$ cat src/hw/rtl/assert_macros.svh
// Assertion macros shared by the RTL of the LIF neuron block.
// No dependencies; included by the modules that carry assertions.
`ifndef ASSERT_MACROS_SVH
`define ASSERT_MACROS_SVH

// Same-cycle implication, reset-gated
`define LNDS_ASSERT_IMP(lbl, clk, rstn, ante, cons, msg) \
  lbl: assert property (@(posedge clk) disable iff (!rstn) (ante) |-> (cons)) \
    else $error(msg);

// Next-cycle implication, reset-gated
`define LNDS_ASSERT_NXT(lbl, clk, rstn, ante, cons, msg) \
  lbl: assert property (@(posedge clk) disable iff (!rstn) (ante) |=> (cons)) \
    else $error(msg);

`endif

$ cat src/hw/rtl/lnds_pkg.sv
// Shared types, widths and helpers for the LIF neuron block.
// No dependencies; used by every module of the block.
`default_nettype none

package lnds_pkg;

  // Field and datapath widths
  localparam int VAL_W   = 24;                 // potentials and currents, 16.8
  localparam int CUR_W   = 24;
  localparam int DEC_W   = 16;                 // decay, 0.16
  localparam int GAIN_W  = 20;                 // gain, 4.16
  localparam int REFR_W  = 8;                  // refractory counter
  localparam int FRAC_W  = 16;                 // factor fraction bits
  localparam int PW_W    = FRAC_W + 1;         // power value, up to 1.0
  localparam int HB_W    = CUR_W + 1;          // held + bias
  localparam int MA_W    = HB_W + 1;           // multiplier operand A, signed
  localparam int MB_W    = GAIN_W + 1;         // multiplier operand B, signed
  localparam int PROD_W  = MA_W + MB_W;
  localparam int RND_W   = PROD_W - FRAC_W;
  localparam int ACC_W   = RND_W + 1;          // tick sum accumulator
  localparam int PC_W    = 4;
  localparam int DATA_W  = 32;
  localparam int ADDR_W  = 5;

  localparam logic [PW_W-1:0]   PW_ONE   = PW_W'(1) << FRAC_W;
  localparam logic [PROD_W-1:0] RND_HALF = PROD_W'(1) << (FRAC_W - 1);
  localparam logic signed [ACC_W-1:0] SAT_HI = (ACC_W'(1) << (VAL_W - 1)) - ACC_W'(1);
  localparam logic signed [ACC_W-1:0] SAT_LO = ~SAT_HI;

  // Microcode fields
  typedef enum logic [2:0] {
    MUL_NONE, MUL_MEM_DECAY, MUL_HB_GAIN, MUL_RES_BASE, MUL_BASE_BASE, MUL_SPIKE_RES
  } mul_op_e;

  typedef enum logic [1:0] {
    ACC_NONE, ACC_LOAD_IN, ACC_ADD_RACC, ACC_ADD_PROD
  } acc_op_e;

  typedef enum logic [2:0] {
    WB_NONE, WB_MEMBRANE, WB_PW_INIT, WB_RES_COND, WB_BASE_SHIFT, WB_RACC, WB_DEC, WB_FIRE
  } wb_op_e;

  typedef enum logic [2:0] {
    J_NEXT, J_ALWAYS, J_REFR, J_NOHOLD, J_NMORE
  } jmp_e;

  typedef struct packed {
    mul_op_e         mul;
    acc_op_e         acc;
    wb_op_e          wb;
    jmp_e            jmp;
    logic [PC_W-1:0] target;
    logic            last;
  } ctrl_t;

  // Datapath status seen by the sequencer
  typedef struct packed {
    logic refr;    // refractory count nonzero
    logic hold;    // hold mode on
    logic nmore;   // power exponent has bits left after this one
  } flags_t;

  // Configuration registers
  typedef struct packed {
    logic [DEC_W-1:0]  decay;
    logic [GAIN_W-1:0] gain;
    logic [CUR_W-1:0]  bias;
    logic [VAL_W-1:0]  threshold;
    logic [VAL_W-1:0]  reset_level;
    logic [VAL_W-1:0]  floor_level;
    logic [REFR_W-1:0] refr_steps;
    logic              hold;
  } cfg_t;

  // Saturate an accumulator value to the potential range
  function automatic logic [VAL_W-1:0] sat_val(input logic signed [ACC_W-1:0] x);
    logic [VAL_W-1:0] r;
    if (x > SAT_HI) begin
      r = SAT_HI[VAL_W-1:0];
    end else if (x < SAT_LO) begin
      r = SAT_LO[VAL_W-1:0];
    end else begin
      r = x[VAL_W-1:0];
    end
    return r;
  endfunction

endpackage

`default_nettype wire

$ cat src/hw/rtl/lnds_cfg.sv
// APB-style configuration register file of the LIF neuron block.
// Depends on lnds_pkg (cfg_t, widths).
`default_nettype none

module lnds_cfg (
  input  wire logic                         clk_i,
  input  wire logic                         rst_ni,
  input  wire logic                         psel,
  input  wire logic                         penable,
  input  wire logic                         pwrite,
  input  wire logic [lnds_pkg::ADDR_W-1:0]  paddr,
  input  wire logic [lnds_pkg::DATA_W-1:0]  pwdata,
  output logic      [lnds_pkg::DATA_W-1:0]  prdata,
  output logic                              pready,
  output lnds_pkg::cfg_t                    cfg_o
);
  import lnds_pkg::*;

  typedef enum logic [2:0] {
    REG_DECAY, REG_GAIN, REG_BIAS, REG_THRESH, REG_RESET, REG_FLOOR, REG_REFR, REG_HOLD
  } reg_idx_e;

  cfg_t     cfg_q;
  reg_idx_e idx;
  logic     wr_en;

  assign idx    = reg_idx_e'(paddr[ADDR_W-1:2]);
  assign wr_en  = psel && penable && pwrite && pready;
  assign pready = 1'b1;
  assign cfg_o  = cfg_q;

  // Register writes
  always_ff @(posedge clk_i or negedge rst_ni) begin
    if (!rst_ni) begin
      cfg_q.decay       <= DEC_W'(59299);
      cfg_q.gain        <= GAIN_W'(249);
      cfg_q.bias        <= '0;
      cfg_q.threshold   <= VAL_W'(3840);
      cfg_q.reset_level <= '0;
      cfg_q.floor_level <= SAT_LO[VAL_W-1:0];
      cfg_q.refr_steps  <= REFR_W'(20);
      cfg_q.hold        <= 1'b0;
    end else if (wr_en) begin
      unique case (idx)
        REG_DECAY:  cfg_q.decay       <= pwdata[DEC_W-1:0];
        REG_GAIN:   cfg_q.gain        <= pwdata[GAIN_W-1:0];
        REG_BIAS:   cfg_q.bias        <= pwdata[CUR_W-1:0];
        REG_THRESH: cfg_q.threshold   <= pwdata[VAL_W-1:0];
        REG_RESET:  cfg_q.reset_level <= pwdata[VAL_W-1:0];
        REG_FLOOR:  cfg_q.floor_level <= pwdata[VAL_W-1:0];
        REG_REFR:   cfg_q.refr_steps  <= pwdata[REFR_W-1:0];
        REG_HOLD:   cfg_q.hold        <= pwdata[0];
        default: ;
      endcase
    end
  end

  // Read-back, signed registers sign-extended
  always_comb begin
    unique case (idx)
      REG_DECAY:  prdata = {{(DATA_W-DEC_W){1'b0}}, cfg_q.decay};
      REG_GAIN:   prdata = {{(DATA_W-GAIN_W){1'b0}}, cfg_q.gain};
      REG_BIAS:   prdata = {{(DATA_W-CUR_W){cfg_q.bias[CUR_W-1]}}, cfg_q.bias};
      REG_THRESH: prdata = {{(DATA_W-VAL_W){cfg_q.threshold[VAL_W-1]}}, cfg_q.threshold};
      REG_RESET:  prdata = {{(DATA_W-VAL_W){cfg_q.reset_level[VAL_W-1]}}, cfg_q.reset_level};
      REG_FLOOR:  prdata = {{(DATA_W-VAL_W){cfg_q.floor_level[VAL_W-1]}}, cfg_q.floor_level};
      REG_REFR:   prdata = {{(DATA_W-REFR_W){1'b0}}, cfg_q.refr_steps};
      REG_HOLD:   prdata = {{(DATA_W-1){1'b0}}, cfg_q.hold};
      default:    prdata = '0;
    endcase
  end

endmodule

`default_nettype wire

$ cat src/hw/rtl/lnds_seq.sv
// Microcode sequencer: step counter, control ROM and conditional jumps.
// Depends on lnds_pkg (ctrl_t, flags_t) and assert_macros.svh.
`default_nettype none
`include "assert_macros.svh"

module lnds_seq (
  input  wire logic              clk_i,
  input  wire logic              rst_ni,
  input  wire logic              start_i,
  input  wire lnds_pkg::flags_t  flags_i,
  input  wire logic              out_free_i,
  output lnds_pkg::ctrl_t        ctrl_o,
  output logic                   busy_o
);
  import lnds_pkg::*;

  // Program addresses
  localparam logic [PC_W-1:0] PC_DISP    = PC_W'(0);
  localparam logic [PC_W-1:0] PC_MDECAY  = PC_W'(1);
  localparam logic [PC_W-1:0] PC_MGAIN   = PC_W'(2);
  localparam logic [PC_W-1:0] PC_ADDG    = PC_W'(3);
  localparam logic [PC_W-1:0] PC_MEMWB   = PC_W'(4);
  localparam logic [PC_W-1:0] PC_PWINIT  = PC_W'(5);
  localparam logic [PC_W-1:0] PC_PWMUL   = PC_W'(6);
  localparam logic [PC_W-1:0] PC_PWRES   = PC_W'(7);
  localparam logic [PC_W-1:0] PC_PWBASE  = PC_W'(8);
  localparam logic [PC_W-1:0] PC_SPKMUL  = PC_W'(9);
  localparam logic [PC_W-1:0] PC_SPKACC  = PC_W'(10);
  localparam logic [PC_W-1:0] PC_DEC     = PC_W'(11);
  localparam logic [PC_W-1:0] PC_FIRE    = PC_W'(12);

  localparam ctrl_t CTRL_NOP = '{mul: MUL_NONE, acc: ACC_NONE, wb: WB_NONE,
                                 jmp: J_NEXT, target: PC_DISP, last: 1'b0};

  // Control ROM
  function automatic ctrl_t ucode(input logic [PC_W-1:0] pc);
    ctrl_t w;
    w = CTRL_NOP;
    unique case (pc)
      // load spike into accumulator, form held + bias; refractory ticks branch off
      PC_DISP: begin
        w.acc = ACC_LOAD_IN; w.jmp = J_REFR; w.target = PC_PWINIT;
      end
      PC_MDECAY: begin
        w.mul = MUL_MEM_DECAY; w.acc = ACC_ADD_RACC;
      end
      PC_MGAIN: begin
        w.mul = MUL_HB_GAIN; w.acc = ACC_ADD_PROD;
      end
      PC_ADDG: begin
        w.acc = ACC_ADD_PROD;
      end
      PC_MEMWB: begin
        w.wb = WB_MEMBRANE; w.jmp = J_ALWAYS; w.target = PC_FIRE;
      end
      // refractory: decay^count by repeated squaring
      PC_PWINIT: begin
        w.wb = WB_PW_INIT; w.jmp = J_NOHOLD; w.target = PC_DEC;
      end
      PC_PWMUL: begin
        w.mul = MUL_RES_BASE;
      end
      PC_PWRES: begin
        w.wb = WB_RES_COND; w.mul = MUL_BASE_BASE;
      end
      PC_PWBASE: begin
        w.wb = WB_BASE_SHIFT; w.jmp = J_NMORE; w.target = PC_PWMUL;
      end
      PC_SPKMUL: begin
        w.mul = MUL_SPIKE_RES;
      end
      PC_SPKACC: begin
        w.wb = WB_RACC;
      end
      PC_DEC: begin
        w.wb = WB_DEC;
      end
      PC_FIRE: begin
        w.wb = WB_FIRE; w.last = 1'b1;
      end
      default: w = CTRL_NOP;
    endcase
    return w;
  endfunction

  logic            busy_q, busy_d;
  logic [PC_W-1:0] pc_q, pc_d;
  ctrl_t           word;
  logic            stall;
  logic            take;

  // Decode current step and jump condition
  always_comb begin
    word  = ucode(pc_q);
    stall = word.last && !out_free_i;
    unique case (word.jmp)
      J_NEXT:   take = 1'b0;
      J_ALWAYS: take = 1'b1;
      J_REFR:   take = flags_i.refr;
      J_NOHOLD: take = !flags_i.hold;
      J_NMORE:  take = flags_i.nmore;
      default:  take = 1'b0;
    endcase
  end

  // Next step
  always_comb begin
    busy_d = busy_q;
    pc_d   = pc_q;
    if (!busy_q) begin
      busy_d = start_i;
      pc_d   = PC_DISP;
    end else if (stall) begin
      pc_d = pc_q;
    end else if (word.last) begin
      busy_d = 1'b0;
      pc_d   = PC_DISP;
    end else begin
      pc_d = take ? word.target : pc_q + PC_W'(1);
    end
  end

  always_ff @(posedge clk_i or negedge rst_ni) begin
    if (!rst_ni) begin
      busy_q <= 1'b0;
      pc_q   <= PC_DISP;
    end else begin
      busy_q <= busy_d;
      pc_q   <= pc_d;
    end
  end

  assign ctrl_o = (busy_q && !stall) ? word : CTRL_NOP;
  assign busy_o = busy_q;

  `LNDS_ASSERT_NXT(a_start_at_disp, clk_i, rst_ni, !busy_q && start_i, busy_q && pc_q == PC_DISP, "item did not start at dispatch step")
  `LNDS_ASSERT_NXT(a_stall_holds, clk_i, rst_ni, busy_q && word.last && !out_free_i, busy_q && pc_q == $past(pc_q), "final step left while result pending")
  `LNDS_ASSERT_NXT(a_last_ends, clk_i, rst_ni, busy_q && word.last && out_free_i, !busy_q, "sequencer still busy after final step")

endmodule

`default_nettype wire

$ cat src/hw/rtl/lnds_dp.sv
// Datapath of the LIF neuron: shared multiplier, accumulator, neuron state.
// Depends on lnds_pkg (ctrl_t, flags_t, cfg_t, sat_val).
`default_nettype none

module lnds_dp (
  input  wire logic                         clk_i,
  input  wire logic                         rst_ni,
  input  wire lnds_pkg::cfg_t               cfg_i,
  input  wire lnds_pkg::ctrl_t              ctrl_i,
  input  wire logic                         load_i,
  input  wire logic [lnds_pkg::VAL_W-1:0]   spike_i,
  input  wire logic [lnds_pkg::CUR_W-1:0]   current_i,
  output lnds_pkg::flags_t                  flags_o,
  output logic                              fire_o,
  output logic      [lnds_pkg::VAL_W-1:0]   potential_o
);
  import lnds_pkg::*;

  // Neuron state
  logic [VAL_W-1:0]  membrane_q, membrane_d;
  logic [CUR_W-1:0]  held_q, held_d;
  logic [REFR_W-1:0] left_q, left_d;
  logic [VAL_W-1:0]  racc_q, racc_d;
  // Working registers
  logic [VAL_W-1:0]  spike_q;
  logic [CUR_W-1:0]  cur_q;
  logic [HB_W-1:0]   hb_q, hb_d;
  logic [ACC_W-1:0]  acc_q, acc_d;
  logic [PROD_W-1:0] prod_q;
  logic [PW_W-1:0]   res_q, res_d;
  logic [PW_W-1:0]   base_q, base_d;
  logic [REFR_W-1:0] n_q, n_d;

  logic signed [MA_W-1:0]   mul_a;
  logic signed [MB_W-1:0]   mul_b;
  logic signed [PROD_W-1:0] prod_full;
  logic [PROD_W-1:0]        prod_rnd;
  logic [ACC_W-1:0]         rnd_acc;
  logic [ACC_W-1:0]         racc_ext;
  logic [ACC_W-1:0]         floor_ext;
  logic [ACC_W-1:0]         racc_sum;

  // Shared multiplier operand select
  always_comb begin
    unique case (ctrl_i.mul)
      MUL_MEM_DECAY: begin
        mul_a = {{(MA_W-VAL_W){membrane_q[VAL_W-1]}}, membrane_q};
        mul_b = {{(MB_W-DEC_W){1'b0}}, cfg_i.decay};
      end
      MUL_HB_GAIN: begin
        mul_a = {{(MA_W-HB_W){hb_q[HB_W-1]}}, hb_q};
        mul_b = {{(MB_W-GAIN_W){1'b0}}, cfg_i.gain};
      end
      MUL_RES_BASE: begin
        mul_a = {{(MA_W-PW_W){1'b0}}, res_q};
        mul_b = {{(MB_W-PW_W){1'b0}}, base_q};
      end
      MUL_BASE_BASE: begin
        mul_a = {{(MA_W-PW_W){1'b0}}, base_q};
        mul_b = {{(MB_W-PW_W){1'b0}}, base_q};
      end
      MUL_SPIKE_RES: begin
        mul_a = {{(MA_W-VAL_W){spike_q[VAL_W-1]}}, spike_q};
        mul_b = {{(MB_W-PW_W){1'b0}}, res_q};
      end
      default: begin
        mul_a = '0;
        mul_b = '0;
      end
    endcase
    prod_full = mul_a * mul_b;
  end

  // Round registered product to nearest, halves up (floor of x + 1/2)
  assign prod_rnd  = prod_q + RND_HALF;
  assign rnd_acc   = {{(ACC_W-RND_W){prod_rnd[PROD_W-1]}}, prod_rnd[PROD_W-1:FRAC_W]};
  assign racc_ext  = {{(ACC_W-VAL_W){racc_q[VAL_W-1]}}, racc_q};
  assign floor_ext = {{(ACC_W-VAL_W){cfg_i.floor_level[VAL_W-1]}}, cfg_i.floor_level};
  assign racc_sum  = racc_ext + rnd_acc;

  // Accumulator and write-back
  always_comb begin
    acc_d      = acc_q;
    hb_d       = hb_q;
    membrane_d = membrane_q;
    held_d     = held_q;
    left_d     = left_q;
    racc_d     = racc_q;
    res_d      = res_q;
    base_d     = base_q;
    n_d        = n_q;

    unique case (ctrl_i.acc)
      ACC_LOAD_IN: begin
        acc_d = {{(ACC_W-VAL_W){spike_q[VAL_W-1]}}, spike_q};
        hb_d  = {held_q[CUR_W-1], held_q} + {cfg_i.bias[CUR_W-1], cfg_i.bias};
      end
      ACC_ADD_RACC: begin
        // spikes held back during refractoriness join the first free tick
        if (cfg_i.hold) begin
          acc_d  = acc_q + racc_ext;
          racc_d = '0;
        end
      end
      ACC_ADD_PROD: acc_d = acc_q + rnd_acc;
      default: ;
    endcase

    unique case (ctrl_i.wb)
      WB_MEMBRANE: begin
        if ($signed(acc_q) < $signed(floor_ext)) begin
          membrane_d = cfg_i.floor_level;
        end else begin
          membrane_d = sat_val(acc_q);
        end
      end
      WB_PW_INIT: begin
        res_d  = PW_ONE;
        base_d = {{(PW_W-DEC_W){1'b0}}, cfg_i.decay};
        n_d    = left_q;
      end
      WB_RES_COND: begin
        if (n_q[0]) begin
          res_d = prod_rnd[FRAC_W +: PW_W];
        end
      end
      WB_BASE_SHIFT: begin
        base_d = prod_rnd[FRAC_W +: PW_W];
        n_d    = n_q >> 1;
      end
      WB_RACC: racc_d = sat_val(racc_sum);
      WB_DEC:  left_d = left_q - REFR_W'(1);
      WB_FIRE: begin
        held_d = cur_q;
        // threshold test also runs in refractory ticks on the held membrane;
        // on a fire the 8-bit step register is loaded from the refractory limit
        if (fire_o) begin
          left_d     = cfg_i.refr_steps;
          membrane_d = cfg_i.reset_level;
        end
      end
      default: ;
    endcase
  end

  // State registers
  always_ff @(posedge clk_i or negedge rst_ni) begin
    if (!rst_ni) begin
      membrane_q <= '0;
      held_q     <= '0;
      left_q     <= '0;
      racc_q     <= '0;
    end else begin
      membrane_q <= membrane_d;
      held_q     <= held_d;
      left_q     <= left_d;
      racc_q     <= racc_d;
    end
  end

  // Working registers
  always_ff @(posedge clk_i) begin
    if (load_i) begin
      spike_q <= spike_i;
      cur_q   <= current_i;
    end
    if (ctrl_i.mul != MUL_NONE) begin
      prod_q <= prod_full;
    end
    acc_q  <= acc_d;
    hb_q   <= hb_d;
    res_q  <= res_d;
    base_q <= base_d;
    n_q    <= n_d;
  end

  assign flags_o.refr  = left_q != '0;
  assign flags_o.hold  = cfg_i.hold;
  assign flags_o.nmore = n_q[REFR_W-1:1] != '0;

  assign fire_o      = $signed(membrane_q) >= $signed(cfg_i.threshold);
  assign potential_o = fire_o ? cfg_i.reset_level : membrane_q;

endmodule

`default_nettype wire

$ cat src/hw/rtl/lif_neuron_delta_synapse_step.sv
// Top level of the LIF neuron with delta synapses, one tick per item.
// Depends on lnds_pkg, lnds_cfg, lnds_seq and lnds_dp.
//
//  channel   | direction | payload
//  ----------+-----------+--------------------------------------------------
//  s_axis    | in        | tdata: spike_weight[23:0], current_in[47:24]
//  m_axis    | out       | tdata: potential[23:0]; tuser: fired
//  apb       | in/out    | 8 registers at byte address 4*i, writes when idle
//
// An item runs as a microprogram on one shared 26x21 multiplier after the
// accept cycle; a refractory tick without hold skips the multiplies, and with
// hold the squaring loop runs once per bit of the refractory count (at most 8).
// Reset clears the neuron state and loads the register defaults.
// The final step waits while an earlier result still sits in the output
// register; a new item is taken the cycle after the final step has loaded
// the output register, whether or not that result has been taken yet.
`default_nettype none

module lif_neuron_delta_synapse_step (
  input  wire logic                         clk_i,
  input  wire logic                         rst_ni,
  // input items
  input  wire logic                         s_axis_tvalid,
  output logic                              s_axis_tready,
  input  wire logic [47:0]                  s_axis_tdata,  // spike_weight, current_in
  // result items
  output logic                              m_axis_tvalid,
  input  wire logic                         m_axis_tready,
  output logic      [23:0]                  m_axis_tdata,  // potential
  output logic                              m_axis_tuser,  // fired
  // configuration
  input  wire logic                         psel,
  input  wire logic                         penable,
  input  wire logic                         pwrite,
  input  wire logic [lnds_pkg::ADDR_W-1:0]  paddr,
  input  wire logic [lnds_pkg::DATA_W-1:0]  pwdata,
  output logic      [lnds_pkg::DATA_W-1:0]  prdata,
  output logic                              pready
);
  import lnds_pkg::*;

  cfg_t             cfg;
  ctrl_t            ctrl;
  flags_t           flags;
  logic             busy;
  logic             accept;
  logic             out_free;
  logic             fire;
  logic [VAL_W-1:0] potential;

  logic             out_valid_q;
  logic             out_fired_q;
  logic [VAL_W-1:0] out_pot_q;

  assign s_axis_tready = !busy;
  assign accept        = s_axis_tvalid && !busy;
  assign out_free      = !out_valid_q || m_axis_tready;

  lnds_cfg u_cfg (
    .clk_i   (clk_i),
    .rst_ni  (rst_ni),
    .psel    (psel),
    .penable (penable),
    .pwrite  (pwrite),
    .paddr   (paddr),
    .pwdata  (pwdata),
    .prdata  (prdata),
    .pready  (pready),
    .cfg_o   (cfg)
  );

  lnds_seq u_seq (
    .clk_i      (clk_i),
    .rst_ni     (rst_ni),
    .start_i    (accept),
    .flags_i    (flags),
    .out_free_i (out_free),
    .ctrl_o     (ctrl),
    .busy_o     (busy)
  );

  lnds_dp u_dp (
    .clk_i       (clk_i),
    .rst_ni      (rst_ni),
    .cfg_i       (cfg),
    .ctrl_i      (ctrl),
    .load_i      (accept),
    .spike_i     (s_axis_tdata[VAL_W-1:0]),
    .current_i   (s_axis_tdata[VAL_W +: CUR_W]),
    .flags_o     (flags),
    .fire_o      (fire),
    .potential_o (potential)
  );

  // Output register: loaded by the final step, cleared when taken
  always_ff @(posedge clk_i or negedge rst_ni) begin
    if (!rst_ni) begin
      out_valid_q <= 1'b0;
    end else if (ctrl.wb == WB_FIRE) begin
      out_valid_q <= 1'b1;
    end else if (m_axis_tready) begin
      out_valid_q <= 1'b0;
    end
  end

  always_ff @(posedge clk_i) begin
    if (ctrl.wb == WB_FIRE) begin
      out_fired_q <= fire;
      out_pot_q   <= potential;
    end
  end

  assign m_axis_tvalid = out_valid_q;
  assign m_axis_tdata  = out_pot_q;
  assign m_axis_tuser  = out_fired_q;

endmodule

`default_nettype wire
$ cat config.mk
export PLATFORM = sky130hd
export DESIGN_NAME = lif_neuron_delta_synapse_step
export DESIGN_NICKNAME = d
export VERILOG_FILES = /design/src/hw/rtl/lnds_pkg.sv /design/src/hw/rtl/lnds_cfg.sv /design/src/hw/rtl/lnds_seq.sv /design/src/hw/rtl/lnds_dp.sv /design/src/hw/rtl/lif_neuron_delta_synapse_step.sv
export VERILOG_INCLUDE_DIRS = /design/src /design/src/hw/rtl
export SDC_FILE = /design/constraint.sdc
export NUM_CORES = 2
export LEC_CHECK = 0
export BUFFER_PORTS_ARGS = -buffer_cell sky130_fd_sc_hd__buf_4
export CAP_MARGIN = 25
export CORE_MARGIN = 1.5
export CORE_UTILIZATION = 25
export DETAILED_ROUTE_END_ITERATION = 16
export GPL_TIMING_DRIVEN = 0
export PLACE_DENSITY = 0.45
export SLEW_MARGIN = 40
export SYNTH_ARGS = -nofsm -noshare
export SYNTH_HDL_FRONTEND = slang
export SYNTH_SLANG_ARGS = --single-unit
$ cat constraint.sdc
create_clock -name clk_i -period 10.2 [get_ports clk_i]
set_input_delay 1.53 -clock clk_i [delete_from_list [all_inputs] [get_ports clk_i]]
set_output_delay 1.53 -clock clk_i [all_outputs]
set_load 0.05 [all_outputs]
==> impl_metrics.tcl <==
set metrics [dict create \
    grt_pass1_wl_mm 239 \
    dp_hpwl_mm 134 \
    clockRootBuffer "clkbuf_16" \
    peakVddDrop_mv 0.190 \
    instances_no_fill 6983 \
    drt_pass1_iterations 6 \
    max_clock_freq_mhz 100 \
    r2r-end "u_dp.prod_q[42]" \
    p_per_area_nw_per_um2 333 \
    rrSetupSlack_ns 0.25 \
    crit_path_end_kind "flop" \
    post-place-ws_ns -1.44 \
    path_max_fanout 10 \
    avgViaCountPerCell 4.89 \
    netlist_area_um2 42900 \
    relSlewSlack_pct 39.4 \
    post-route-drc-count 0 \
    tightest_slew_ns 0.906 \
    run_status "finished, final reports clean" \
    clock_path_buffers 3 \
    cts_tree "yes" \
    hold_path.class "reg2reg" \
    required_ns 10.54 \
    cp-startpoint "u_seq.pc_q[1]" \
    io_pins 152 \
    grt_max_degree 68 \
    slew_violations 0 \
    critPathCapture "u_dp.prod_q[42]" \
    port_buffers 138 \
    cpPeakStageDelay_ns 0.50 \
    drive_above_1_share_pct 13.5 \
    worst-setup-path-type "reg2reg" \
    syn_to_final_growth_pct 15.9 \
    place_inst 6868 \
    period_minus_slack_ns 9.95 \
    ys_dominant_reg_cell "edfxtp_1" \
    start_util_pct 25.3 \
    finalPower_mw 16.6 \
    ys_seq_area_share_pct 27.6 \
    grt_remaining_overflow 0 \
    nNetsFinal 5598 \
    hold_viol 0 \
    ys_types 87 \
    syn_area_per_cell_um2 9.59 \
    setup_ws_ns 0.248 \
    cts.clk_slew.worst_paths_ns 0.06 \
    cts.sinks 431 \
    ys_warn_count 0 \
    rows 151 \
    async_reset_ff_share_pct 52.7 \
    setup_viol 0 \
    drt_wl_total_mm 163 \
    gr-usage-all-layers_pct 18.6 \
    reg2regPathDepth 36 \
    wire_per_inst_um 23.3 \
    die_x_um 417 \
    cts-buffers-inserted 49 \
    fin_crit_sh_pct 97.6 \
    hold_ws_ns 0.440 \
    ys_seq_elements 431 \
    antenna_found_initial 4 \
    drt_iter0_markers 2969 \
    synthCells 4473 \
    core-area_um2 170000 \
    critPathMostFrequentCell "fa_1" \
    dieArea_um2 174000 \
    finClkSkew_ns 0.0251 \
    clock_latency_ns 0.62 \
    h-tree-depth 2 \
    die_h_um 417 \
    p_leak_nw 22.7 \
    rr_startpoint "u_seq.pc_q[1]" \
    synth-edff-count 204 \
    gp_congestion 0.930 \
    cp-start-kind "flop" \
    fin_util_pct 29.3 \
    syn_nets 5347 \
    crit_arrival_ns 10.29 \
    ant_nets 0 \
    critPathSlowestCell "fa_1" \
    first_global_vias 34900 \
    num_vias 34200 \
    maxCapViolCount 0 \
]
[layer usage]
metal	up-vias	track usage (%)	share of wire, %
li1	15400	-	-
met2	1066	31.4	48
met5	-	0	0.020
met4	4	5.28	3.1
met3	198	2.27	5.4
met1	17600	25.0	44
[logic make-up after synthesis]
group | count (synthesis) | share of synthesized area (%)
simple gates | 1316 | 13.2
buf+inv | 853 | 7.57
fa+ha+maj | 782 | 31.8
compound gates | 740 | 11.6
flops | 431 | 27.6
mux | 201 | 5.18
xor+xnor | 149 | 3.04
other cells | 1 | 0.00874
[stage by stage]
step	setup TNS (ns)	instance area, µm²
3_3_place_gp	-48.21	46700
4_1_cts	0	49500
6_report	0	49700
5_1_grt	-0.0212	49700
3_5_place_dp	-24.69	47600
2_1_floorplan	0	42900
[worst max-delay path, delay by kind of cell (launching register included)]
family / cells / cell delay (ns)
fa+ha+maj: 9 / 4.07
xor+xnor: 1 / 0.17
compound gates: 9 / 1.93
simple gates: 6 / 1.31
buf+inv: 11 / 1.72
flops: 1 / 0.44
[power by group]
group / total (mW) / switching [mW] / leakage [nW] / internal, mW
registers: 3.42 / 0.709 / 4.66 / 2.71
logic: 11.2 / 7.20 / 17.3 / 4.04
clock network: 1.90 / 0.807 / 0.814 / 1.09
total: 16.6 / 8.71 / 22.7 / 7.84
[how the worst min path moves through the flow]
stage	cells after the start	slack, ns	endpoint	start
after floorplan	2	0.41	u_dp.held_q[0]	u_dp.cur_q[0]
after detailed placement	2	0.43	u_dp.held_q[22]	u_dp.cur_q[22]
final	2	0.44	u_dp.held_q[18]	u_dp.cur_q[18]
after global placement	2	0.42	u_dp.held_q[23]	u_dp.cur_q[23]
after global routing	2	0.45	u_dp.held_q[20]	u_dp.cur_q[20]
after CTS	2	0.44	u_dp.held_q[22]	u_dp.cur_q[22]
[registers in the layout (all words and copies together), names as in the netlist, 17 cells and up]
name	count
u_dp.held_q	24
u_dp.prod_q	32
m_axis_tdata	24
u_dp.acc_q	32
u_dp.racc_q	24
u_dp.res_q	17
u_dp.hb_q	25
u_dp.base_q	17
u_dp.cur_q	24
u_dp.spike_q	24
u_cfg.cfg_o	141
u_dp.membrane_q	24
[what timing repair did]
action | 4_1_cts | 5_1_grt
gates resized for setup | 92 | 61
setup endpoints to repair | 27 | 15
pin swaps | 6 | 11
setup buffers | 16 | 12
hold buffers | 0 | 0
[area by class of cell]
| type | count | area [µm²] |
|---|---|---|
| Antenna cell | 1 | 2.50 |
| Clock inverter | 24 | 313 |
| Sequential cell | 431 | 11800 |
| Multi-Input combinational cell | 3189 | 28300 |
| Fill cell | 17900 | 120000 |
| Buffer | 203 | 980 |
| Timing Repair Buffer | 206 | 1730 |
| Tap cell | 2218 | 2780 |
| Inverter | 644 | 2420 |
| Clock buffer | 67 | 1360 |
[synth_stat cells (all sizes together) (33+ instances only)]
master / instances / share of area (%)
fa: 516 / 24
nand4: 55 / 0.80
a21oi: 187 / 2.2
ha: 266 / 7.8
nand2: 646 / 5.7
nor2: 381 / 3.3
dfrtp: 204 / 12
mux2: 149 / 3.9
xnor2: 93 / 1.9
xor2: 56 / 1.1
mux2i: 50 / 1.2
nor3: 36 / 0.42
edfxtp: 204 / 14
o21ai: 168 / 2.0
a21o: 74 / 1.3
a22oi: 38 / 0.66
nand3: 35 / 0.41
inv: 643 / 5.6
a221o: 49 / 1.1
clkbuf: 180 / 1.6
o211ai: 33 / 0.58
[cell usage in the layout (no fill, tap or decap), types with 91 or more instances in the layout]
master    count
a21oi_1     183
buf_4       195
clkbuf_1    127
dfrtp_1     201
edfxtp_1    204
fa_1        516
ha_1        266
inv_1       643
mux2_2      149
nand2_1     634
nor2_1      376
o21ai_0     160
xnor2_1      91
No activity file was read; power rests on OpenSTA's default activity.
